===== config.mk =====
export PLATFORM = sky130hd
export DESIGN_NAME = box_difference_regions_core
export DESIGN_NICKNAME = d
export VERILOG_FILES = /design/src/bdr_pkg.sv /design/src/bdr_front.sv /design/src/bdr_queue.sv /design/src/bdr_back.sv /design/src/box_difference_regions_core.sv
export SDC_FILE = /design/constraint.sdc
export NUM_CORES = 1
export LEC_CHECK = 0
export ABC_AREA = 1
export CAP_MARGIN = 20
export CORE_MARGIN = 2
export CORE_UTILIZATION = 45
export DETAILED_ROUTE_END_ITERATION = 7
export DONT_BUFFER_PORTS = 1
export GPL_TIMING_DRIVEN = 1
export PLACE_DENSITY = 0.67
export SYNTH_ARGS = -nofsm -noshare
export SYNTH_HDL_FRONTEND = slang
export SYNTH_HIERARCHICAL = 1
export SYNTH_SLANG_ARGS = --single-unit
export TNS_END_PERCENT = 20

===== constraint.sdc =====
create_clock -name i_clk -period 15.7 [get_ports i_clk]
set_clock_uncertainty 0.1 [all_clocks]
set_input_delay 3.14 -clock i_clk [delete_from_list [all_inputs] [get_ports i_clk]]
set_output_delay 3.14 -clock i_clk [all_outputs]
set_load 0.03 [all_outputs]

===== src/bdr_pkg.sv =====
// Types and constants shared by the box difference core.
`default_nettype none
package bdr_pkg;
    localparam int COORD_BITS = 16;
    localparam int SIZE_BITS  = COORD_BITS - 1;
    localparam int WIDE_BITS  = COORD_BITS + 1;
    localparam int NUM_AXES   = 3;
    localparam int NUM_STEPS  = 2 * NUM_AXES;
    localparam int Q_DEPTH    = 2;
    localparam int Q_PTR_BITS = $clog2(Q_DEPTH);
    localparam int Q_CNT_BITS = $clog2(Q_DEPTH + 1);
    localparam int AXIS_BITS  = $clog2(NUM_AXES);
    localparam int STEP_BITS  = $clog2(NUM_STEPS);

    typedef logic signed [COORD_BITS-1:0] t_coord;
    typedef logic        [SIZE_BITS-1:0]  t_size;
    typedef logic signed [WIDE_BITS-1:0]  t_wide;

    typedef struct packed {
        t_coord new_min_x;
        t_coord new_min_y;
        t_coord new_min_z;
        t_size  new_size_x;
        t_size  new_size_y;
        t_size  new_size_z;
        t_coord old_min_x;
        t_coord old_min_y;
        t_coord old_min_z;
        t_size  old_size_x;
        t_size  old_size_y;
        t_size  old_size_z;
    } t_in_beat;

    typedef struct packed {
        t_coord region_min_x;
        t_coord region_min_y;
        t_coord region_min_z;
        t_size  region_size_x;
        t_size  region_size_y;
        t_size  region_size_z;
        logic   last_region;
    } t_out_beat;

    // Per axis: the original span [lo0, hi0) and the span left after both cuts [lo1, hi1).
    typedef struct packed {
        t_wide lo0;
        t_wide hi0;
        t_wide lo1;
        t_wide hi1;
    } t_axis;

    // Bit 2a is the slab below the old box on axis a, bit 2a+1 the slab above it.
    typedef struct packed {
        t_axis [NUM_AXES-1:0]  ax;
        logic  [NUM_STEPS-1:0] emit;
    } t_entry;

    typedef struct packed {
        logic   vld;
        t_entry entry;
    } t_qport;
endpackage
`default_nettype wire


===== src/bdr_front.sv =====
// Front part: takes input beats, forms the corners and works out which slabs exist.
`default_nettype none
module bdr_front (
    input  wire logic             i_clk,
    input  wire logic             i_rst_n,
    input  wire logic             i_valid,
    output logic                  o_stall,
    input  wire bdr_pkg::t_in_beat i_data,
    input  wire logic             i_q_full,
    output bdr_pkg::t_qport       o_push
);
    import bdr_pkg::*;

    logic  r_s1_vld;
    logic  n_s1_vld;
    t_wide r_rlo [NUM_AXES];
    t_wide r_rhi [NUM_AXES];
    t_wide r_olo [NUM_AXES];
    t_wide r_ohi [NUM_AXES];
    t_coord in_nmin [NUM_AXES];
    t_size  in_nsize [NUM_AXES];
    t_coord in_omin [NUM_AXES];
    t_size  in_osize [NUM_AXES];
    t_entry entry;
    logic   s1_move;
    logic   s1_load;

    assign in_nmin  = '{i_data.new_min_x, i_data.new_min_y, i_data.new_min_z};
    assign in_nsize = '{i_data.new_size_x, i_data.new_size_y, i_data.new_size_z};
    assign in_omin  = '{i_data.old_min_x, i_data.old_min_y, i_data.old_min_z};
    assign in_osize = '{i_data.old_size_x, i_data.old_size_y, i_data.old_size_z};

    assign s1_move = r_s1_vld && ((entry.emit == '0) || !i_q_full);
    assign o_stall = r_s1_vld && !s1_move;
    assign s1_load = i_valid && !o_stall;
    assign n_s1_vld = s1_load || (r_s1_vld && !s1_move);

    always_ff @(posedge i_clk) begin
        if (!i_rst_n) begin
            r_s1_vld <= 1'b0;
        end else begin
            r_s1_vld <= n_s1_vld;
        end
    end

    always_ff @(posedge i_clk) begin
        if (s1_load) begin
            for (int a = 0; a < NUM_AXES; a++) begin
                r_rlo[a] <= t_wide'({in_nmin[a][COORD_BITS-1], in_nmin[a]});
                r_rhi[a] <= t_wide'({in_nmin[a][COORD_BITS-1], in_nmin[a]})
                          + t_wide'({2'b00, in_nsize[a]});
                r_olo[a] <= t_wide'({in_omin[a][COORD_BITS-1], in_omin[a]});
                r_ohi[a] <= t_wide'({in_omin[a][COORD_BITS-1], in_omin[a]})
                          + t_wide'({2'b00, in_osize[a]});
            end
        end
    end

    always_comb begin
        logic go;
        logic go_a;
        logic c_lo;
        logic c_hi;
        t_wide lo1;
        t_wide hi1;
        go    = 1'b1;
        entry = '0;
        for (int a = 0; a < NUM_AXES; a++) begin
            c_lo = r_olo[a] > r_rlo[a];
            lo1  = c_lo ? ((r_rhi[a] < r_olo[a]) ? r_rhi[a] : r_olo[a]) : r_rlo[a];
            c_hi = r_ohi[a] < r_rhi[a];
            hi1  = c_hi ? ((lo1 > r_ohi[a]) ? lo1 : r_ohi[a]) : r_rhi[a];
            go_a = go && (r_rlo[a] < r_rhi[a]);
            entry.ax[a].lo0 = r_rlo[a];
            entry.ax[a].hi0 = r_rhi[a];
            entry.ax[a].lo1 = lo1;
            entry.ax[a].hi1 = hi1;
            entry.emit[2*a]   = go_a && c_lo;
            entry.emit[2*a+1] = go_a && c_hi;
            go = go_a && (lo1 < hi1);
        end
    end

    assign o_push.vld   = s1_move && (entry.emit != '0);
    assign o_push.entry = entry;
endmodule
`default_nettype wire


===== src/bdr_queue.sv =====
// Short queue of classified items between the front and back parts.
`default_nettype none
module bdr_queue (
    input  wire logic           i_clk,
    input  wire logic           i_rst_n,
    input  wire bdr_pkg::t_qport i_push,
    output logic                o_full,
    output bdr_pkg::t_qport     o_head,
    input  wire logic           i_pop
);
    import bdr_pkg::*;

    t_entry                r_mem [Q_DEPTH];
    logic [Q_PTR_BITS-1:0] r_wp;
    logic [Q_PTR_BITS-1:0] r_rp;
    logic [Q_CNT_BITS-1:0] r_cnt;
    logic [Q_CNT_BITS-1:0] n_cnt;
    logic                  do_push;
    logic                  do_pop;

    assign o_full  = r_cnt == Q_CNT_BITS'(Q_DEPTH);
    assign do_push = i_push.vld && !o_full;
    assign do_pop  = i_pop && (r_cnt != '0);

    always_comb begin
        n_cnt = r_cnt;
        if (do_push && !do_pop) begin
            n_cnt = r_cnt + 1'b1;
        end else if (do_pop && !do_push) begin
            n_cnt = r_cnt - 1'b1;
        end
    end

    always_ff @(posedge i_clk) begin
        if (!i_rst_n) begin
            r_wp  <= '0;
            r_rp  <= '0;
            r_cnt <= '0;
        end else begin
            r_cnt <= n_cnt;
            if (do_push) begin
                r_wp <= (r_wp == Q_PTR_BITS'(Q_DEPTH - 1)) ? '0 : r_wp + 1'b1;
            end
            if (do_pop) begin
                r_rp <= (r_rp == Q_PTR_BITS'(Q_DEPTH - 1)) ? '0 : r_rp + 1'b1;
            end
        end
    end

    always_ff @(posedge i_clk) begin
        if (do_push) begin
            r_mem[r_wp] <= i_push.entry;
        end
    end

    assign o_head.vld   = r_cnt != '0;
    assign o_head.entry = r_mem[r_rp];
endmodule
`default_nettype wire


===== src/bdr_back.sv =====
// Back part: sends head item slabs via an output register, one per cycle unless stalled.
`default_nettype none
module bdr_back (
    input  wire logic            i_clk,
    input  wire logic            i_rst_n,
    input  wire bdr_pkg::t_qport i_head,
    output logic                 o_pop,
    output logic                 o_valid,
    input  wire logic            i_stall,
    output bdr_pkg::t_out_beat   o_data
);
    import bdr_pkg::*;

    logic [NUM_STEPS-1:0] r_done;
    logic [NUM_STEPS-1:0] n_done;
    logic                 r_out_vld;
    t_out_beat            r_out;
    t_out_beat            region;
    logic [NUM_STEPS-1:0] rem;
    logic [NUM_STEPS-1:0] pick;
    logic [STEP_BITS-1:0] step;
    logic                 last;
    logic                 adv;
    logic                 fire;

    assign rem  = i_head.entry.emit & ~r_done;
    assign adv  = !r_out_vld || !i_stall;
    assign fire = i_head.vld && adv;
    assign last = (rem & ~pick) == '0;
    assign o_pop = fire && last;
    assign n_done = (fire && !last) ? (r_done | pick) : (fire ? '0 : r_done);

    always_comb begin
        pick = '0;
        step = '0;
        for (int k = NUM_STEPS - 1; k >= 0; k--) begin
            if (rem[k]) begin
                pick = NUM_STEPS'(1) << k;
                step = STEP_BITS'(k);
            end
        end
    end

    always_comb begin
        logic [AXIS_BITS-1:0] sel;
        t_wide                lo [NUM_AXES];
        t_wide                hi [NUM_AXES];
        t_wide                diff [NUM_AXES];
        sel = step[STEP_BITS-1:1];
        for (int b = 0; b < NUM_AXES; b++) begin
            if (AXIS_BITS'(b) < sel) begin
                lo[b] = i_head.entry.ax[b].lo1;
                hi[b] = i_head.entry.ax[b].hi1;
            end else if (AXIS_BITS'(b) > sel) begin
                lo[b] = i_head.entry.ax[b].lo0;
                hi[b] = i_head.entry.ax[b].hi0;
            end else if (!step[0]) begin
                lo[b] = i_head.entry.ax[b].lo0;
                hi[b] = i_head.entry.ax[b].lo1;
            end else begin
                lo[b] = i_head.entry.ax[b].hi1;
                hi[b] = i_head.entry.ax[b].hi0;
            end
            diff[b] = hi[b] - lo[b];
        end
        region.region_min_x  = lo[0][COORD_BITS-1:0];
        region.region_min_y  = lo[1][COORD_BITS-1:0];
        region.region_min_z  = lo[2][COORD_BITS-1:0];
        region.region_size_x = diff[0][SIZE_BITS-1:0];
        region.region_size_y = diff[1][SIZE_BITS-1:0];
        region.region_size_z = diff[2][SIZE_BITS-1:0];
        region.last_region   = last;
    end

    always_ff @(posedge i_clk) begin
        if (!i_rst_n) begin
            r_out_vld <= 1'b0;
            r_done    <= '0;
        end else begin
            r_done <= n_done;
            if (fire) begin
                r_out_vld <= 1'b1;
            end else if (adv) begin
                r_out_vld <= 1'b0;
            end
        end
    end

    always_ff @(posedge i_clk) begin
        if (fire) begin
            r_out <= region;
        end
    end

    assign o_valid = r_out_vld;
    assign o_data  = r_out;
endmodule
`default_nettype wire


===== src/box_difference_regions_core.sv =====
// Top level of the box difference core: new box minus old box as disjoint slabs.
//
//   Channel   Signals                              Direction  Beat
//   input     i_in_valid, o_in_stall, i_in_data    in         one new box and one old box
//   output    o_out_valid, i_out_stall, o_out_data  out        one region, last one marked
//
// The back part sends one region per cycle unless the output stalls; an item has 1 to 6
// regions, as one with no region is never queued. An input beat passes the front
// register and the queue before the output register. Reset clears all valid and queue
// state. A stall on the output fills the two-entry queue and then stalls the input; the
// input keeps being taken while a region waits at the output.
`default_nettype none
module box_difference_regions_core (
    input  wire logic               i_clk,
    input  wire logic               i_rst_n,
    input  wire logic               i_in_valid,
    output logic                    o_in_stall,
    input  wire bdr_pkg::t_in_beat  i_in_data,
    output logic                    o_out_valid,
    input  wire logic               i_out_stall,
    output bdr_pkg::t_out_beat      o_out_data
);
    import bdr_pkg::*;

    t_qport push;
    t_qport head;
    logic   q_full;
    logic   pop;

    bdr_front u_front (
        .i_clk    (i_clk),
        .i_rst_n  (i_rst_n),
        .i_valid  (i_in_valid),
        .o_stall  (o_in_stall),
        .i_data   (i_in_data),
        .i_q_full (q_full),
        .o_push   (push)
    );

    bdr_queue u_queue (
        .i_clk   (i_clk),
        .i_rst_n (i_rst_n),
        .i_push  (push),
        .o_full  (q_full),
        .o_head  (head),
        .i_pop   (pop)
    );

    bdr_back u_back (
        .i_clk   (i_clk),
        .i_rst_n (i_rst_n),
        .i_head  (head),
        .o_pop   (pop),
        .o_valid (o_out_valid),
        .i_stall (i_out_stall),
        .o_data  (o_out_data)
    );
endmodule
`default_nettype wire


Word level (Yosys, flattened, before mapping)
Memory sizes are Yosys's and may differ from the RTL's. A register that Yosys moved wholly into a read port is not among the register bits.
Index checks and enable logic that the tools add are counted.
{ "totals": {"output_inout_bits": 96, "reg_bits": 106, "mem_bits_rw": 624, "inputBits": 190, "mem_count": 5, "elab_cells": 155} }
{ "memory_table": {"columns": ["name", "depth", "word_bits", "read_ports", "rd_ports_with_merged_regs", "write_ports", "line_no", "source"], "rows": [
  ["u_queue.r_mem", 2, 210, 1, 1, 1, "bdr_queue.sv:13", "t_entry r_mem [Q_DEPTH];"],
  ["u_front.r_ohi", 3, 17, 3, 0, 3, "bdr_front.sv:19", "t_wide r_ohi [NUM_AXES];"],
  ["u_front.r_olo", 3, 17, 3, 0, 3, "bdr_front.sv:18", "t_wide r_olo [NUM_AXES];"],
  ["u_front.r_rhi", 3, 17, 3, 0, 3, "bdr_front.sv:17", "t_wide r_rhi [NUM_AXES];"],
  ["u_front.r_rlo", 3, 17, 3, 0, 3, "bdr_front.sv:16", "t_wide r_rlo [NUM_AXES];"]
]} }
{ "op_classes": {"muxes": 56, "reduce_logical": 39, "bitwise_logic": 5, "add_sub_neg": 13, "n_lt_le_gt_ge": 23, "eq_ne": 1} }
{ "op_table": {"columns": ["operator", "count"], "rows": [
  ["17-bit 2-to-1 mux", 12],
  ["17-bit < comparator", 11],
  ["16-bit 2-to-1 mux", 9],
  ["15-bit 2-to-1 mux", 9],
  ["16-bit by 16-bit adder with 17-bit output", 6],
  ["17-bit greater-than comparator", 6],
  ["6-bit 2-to-1 mux", 8],
  ["15-bit subtractor", 3],
  ["1-bit logical AND", 21],
  ["3-bit 2-to-1 mux", 6],
  ["6-bit AND", 2],
  ["6-bit logical NOT", 2],
  ["6-bit NOT", 2],
  ["1-bit 2-to-1 mux", 10],
  ["1-bit logical NOT", 8],
  ["2-bit nonzero test", 4],
  ["6-bit bitwise OR", 1],
  ["6-bit nonzero test", 1],
  ["1-bit by 2-bit greater-than comparator with 1-bit output, first input constant", 2],
  ["1-bit by 2-bit < comparator with 1-bit output, first input constant", 2],
  ["2-bit 2-to-1 mux", 2],
  ["1-bit logical OR", 3],
  ["1-bit adder, second input constant", 2],
  ["2-bit by 1-bit adder with 2-bit output, second input constant", 1],
  ["4 further kinds", 4]
]} }

Logic depth before layout (Yosys ltp)
An unclocked memory read counts as a cell.
{ "logic_depth": {"depth_word": 22, "ltp_mapped": 55, "ltp_nobuf": 53} }

Cells and area by module
Netlist, hierarchy kept.
{ "by_module_without_submodules": {"columns": ["module", "cells_each", "seq_area_each_um2", "instances", "area_per_inst_um2"], "rows": [
  ["bdr_front", 2275, 5965.7, 1, 18861.8],
  ["bdr_queue", 690, 12712.2, 1, 15471.1],
  ["bdr_back", 847, 2962.8, 1, 7413.4]
]} }

Worst setup path before layout
No wires, ideal clock.
{ "synth_timing": {"path_kind": "register to register", "from": "mem u_front/r_rhi[0][33] (netlist name)", "to": "mem u_queue/r_mem[0][0] (netlist name), enable pin", "setup_time_ns": 0.785, "required_ns": 14.815, "period_less_slack_ns": 14.982, "setup_slack_ns": 0.718, "path_stages_with_launch": 43, "arrival_time_ns": 14.097, "path_cell_list": "edfxtp_1 ha_1 nand2_1 inv_1 nand2_1 nand2_1 a21oi_1 nand4_1 nand2_1 buf_2 clkbuf_1 o21ai_0 and2_1 inv_1 ha_1 nand2_1 inv_1 o21ai_0 (+7 left out) nand2_1 a22oi_1 ha_1 a21oi_1 nor2_1 a211oi_1 o21ai_0 nor4_1 nand2_1 nand2_1 nand2_1 nor2_1 o211ai_1 nand2_1 nand2_1 nor2_1 o21ai_0 nor2_1"} }
{ "synth_lines": {"columns": ["item", "line_no"], "rows": [
  ["start, declared", "bdr_front.sv:17"],
  ["end, declared", "bdr_queue.sv:13"]
]} }

==> metrics.yaml <==
cts:
  clk_pin_slew_ps: 60
  htree_levels: 3
  cts_tree: "yes"
  clk_latency_ps: 640
  cts_buffer_depth: 3
  cts-hold-fix-buffers: 0
  cts.sinks: 693
  ctsRootBufferMaster: "clkbuf_16"
  post_cts_buffers: 0
  cts_resized: 0
  cts_buffers: 75
detailed_routing:
  wl_per_cell_um: 20.3
  via_count: 27300
  initialDrtViolationCount: 2703
  ant_nets: 0
  vias_per_cell: 5.46
  drc: 0
  drt_first_pass_iters: 6
  wirelength_um: 102000
global_routing:
  grt_max_degree: 149
  grt-ovfl-total: 0
  grt_pass1_wl_um: 154000
  track_usage: 0.217
  antenna_found_initial: 1
  grt_pass1_vias: 26300
die:
  core_area_um2: 89700
  pin_count: 286
  die_y_um: 304
  die_w_um: 304
  rows: 110
  dieArea_um2: 92600
  start_util: 0.452
pwr:
  share_comb_of_total_power: 0.318
  p_seq_frac: 0.421
  power.density_nw_per_um2: 153
  internal-power_w: 0.00425
  switching_share: 0.370
  p_leak_nw: 18.6
  vdd_drop_max_mv: 0.0739
  p_clk_frac: 0.261
  p_sw_w: 0.00249
sta:
  rsz0062_at_grt: "false"
  fmax_ghz: 0.0877
  relSlewSlack: 0.281
  finalCritPeriodShare: 0.727
  maxSlewViolCount: 0
  setup_violations: 0
  whs_ps: 355
  tns_ps: 0
  fin_crit_ps: 11410
  finalHoldViolations: 0
  worst_pin_slew_ps: 1070
placed_design:
  routabilityCongestion: 0.906
  dp_hpwl_um: 76900
  dp.cells: 4860
  port_buffers: 0
worst_hold_path:
  hold-path-cell-count: 2
  hp-class: "flop to flop"
critical_path:
  worstSetupEndpointType: "output port"
  cp.required_ps: 12460
  rr_startpoint: "u_front/r_rlo[0][14]"
  startpoint: "u_front/r_rlo[0][14]"
  rr_worst_depth: 42
  max_stage_delay_ps: 660
  crit_fanout: 31
  ff2ff_setup_slack_ps: 6090
  crit_arrival_ps: 8170
  cp_slowest_cell: "nand2_1"
  crit_type: "flop to output port"
  r2r-end: "u_queue/r_mem[1][69]"
  cp_common_cell: "nand2_1"
  endpoint: "o_in_stall"
  startpoint_type: "flop"
finish:
  post_route_cells_drive_above_1_share: 0.117
  fin_cells: 4999
  nets: 4368
  syn_to_final_growth_pct: 8.63
logic_synthesis:
  synth_area_um2: 40600
  yosysWarnings: 6
  syn_nets: 4365
  syn-instance-count: 3758
  syn_area_per_cell_um2: 10.8
status:
  status: "completed"
run:
  drv_cap: 0
## cells in the final DEF, fill, tap and decap left out, types with 46 or more instances in the layout
master and instances:
ha_1 408, clkbuf_16 78, a21oi_1 328, edfxtp_1 680
nand2_1 524, mux2_2 199, nor2_1 136, nand3_1 118
xor2_1 92, o21ai_0 149, o211ai_1 46, inv_1 550
## state kept, by name, indices dropped and copies added (netlist names), named ones only
register and count:
u_front/r_rhi 51, u_back/o_valid 1, u_queue/r_mem 388, u_back/o_data 94, u_back/r_done 6, u_front/r_ohi 51, u_queue/r_cnt 2, u_queue/r_wp 1
u_front/r_rlo 48, u_front/r_s1_vld 1, u_queue/r_rp 1, u_front/r_olo 48
## metal layers
layer  part of all wire  GRT usage  vias to the layer above
li1                   -          -                    13200
met1               0.48      0.330                    13000
met2               0.42      0.312                      918
met3              0.078     0.0411                      139
met4              0.026     0.0650                        0
met5                  0          0                        -
## how the worst min path moves through the flow
stage	start	endpoint
finish	u_back/r_done[3]	u_back/r_done[3]
global route	u_back/r_done[3]	u_back/r_done[3]
CTS	u_back/r_done[3]	u_back/r_done[3]
detailed placement	u_back/r_done[3]	u_back/r_done[3]
global placement	u_back/r_done[3]	u_back/r_done[3]
floorplan	u_back/r_done[3]	u_back/r_done[3]
## metrics by stage
step           power, W  utilization  setup WS (ps)  cell area [um2]
2_1_floorplan   0.00440            -           1440            40600
3_3_place_gp    0.00494        0.464           5010            41600
3_5_place_dp    0.00500        0.464           5050            41600
4_1_cts         0.00677        0.491           4330            44100
5_1_grt         0.00717        0.491           3540            44100
6_report        0.00674        0.491           4290            44100
## power by group through the flow
stage / logic, W / clock network [W] / registers [W]
floorplan: 0.00159 / 0 / 0.00281
CTS: 0.00213 / 0.00180 / 0.00284
global placement: 0.00207 / 0 / 0.00287
detailed placement: 0.00212 / 0 / 0.00288
finish: 0.00214 / 0.00176 / 0.00284
global route: 0.00243 / 0.00187 / 0.00286
## critical path, delay by kind of cell, from the launching register on
kind / cells / cell delay, ps
and+or+nand+nor: 22 / 3630
adders and majority gates: 3 / 950
DFF: 1 / 430
buffers and inverters: 7 / 1080
AOI/OAI and AO/OA: 6 / 1440
## final cells by class
| cell class | instances | area, um2 |
|---|---|---|
| repair buffers | 10 | 113 |
| clock buffers | 95 | 2030 |
| clock inverters | 43 | 432 |
| fillers | 8003 | 45700 |
| inverters | 581 | 2200 |
| well taps | 1176 | 1470 |
| flip-flops and latches | 693 | 20700 |
| diodes | 1 | 2.50 |
| multi-input cells | 2400 | 17100 |
Note: power is estimated with default switching activity, not from simulation.
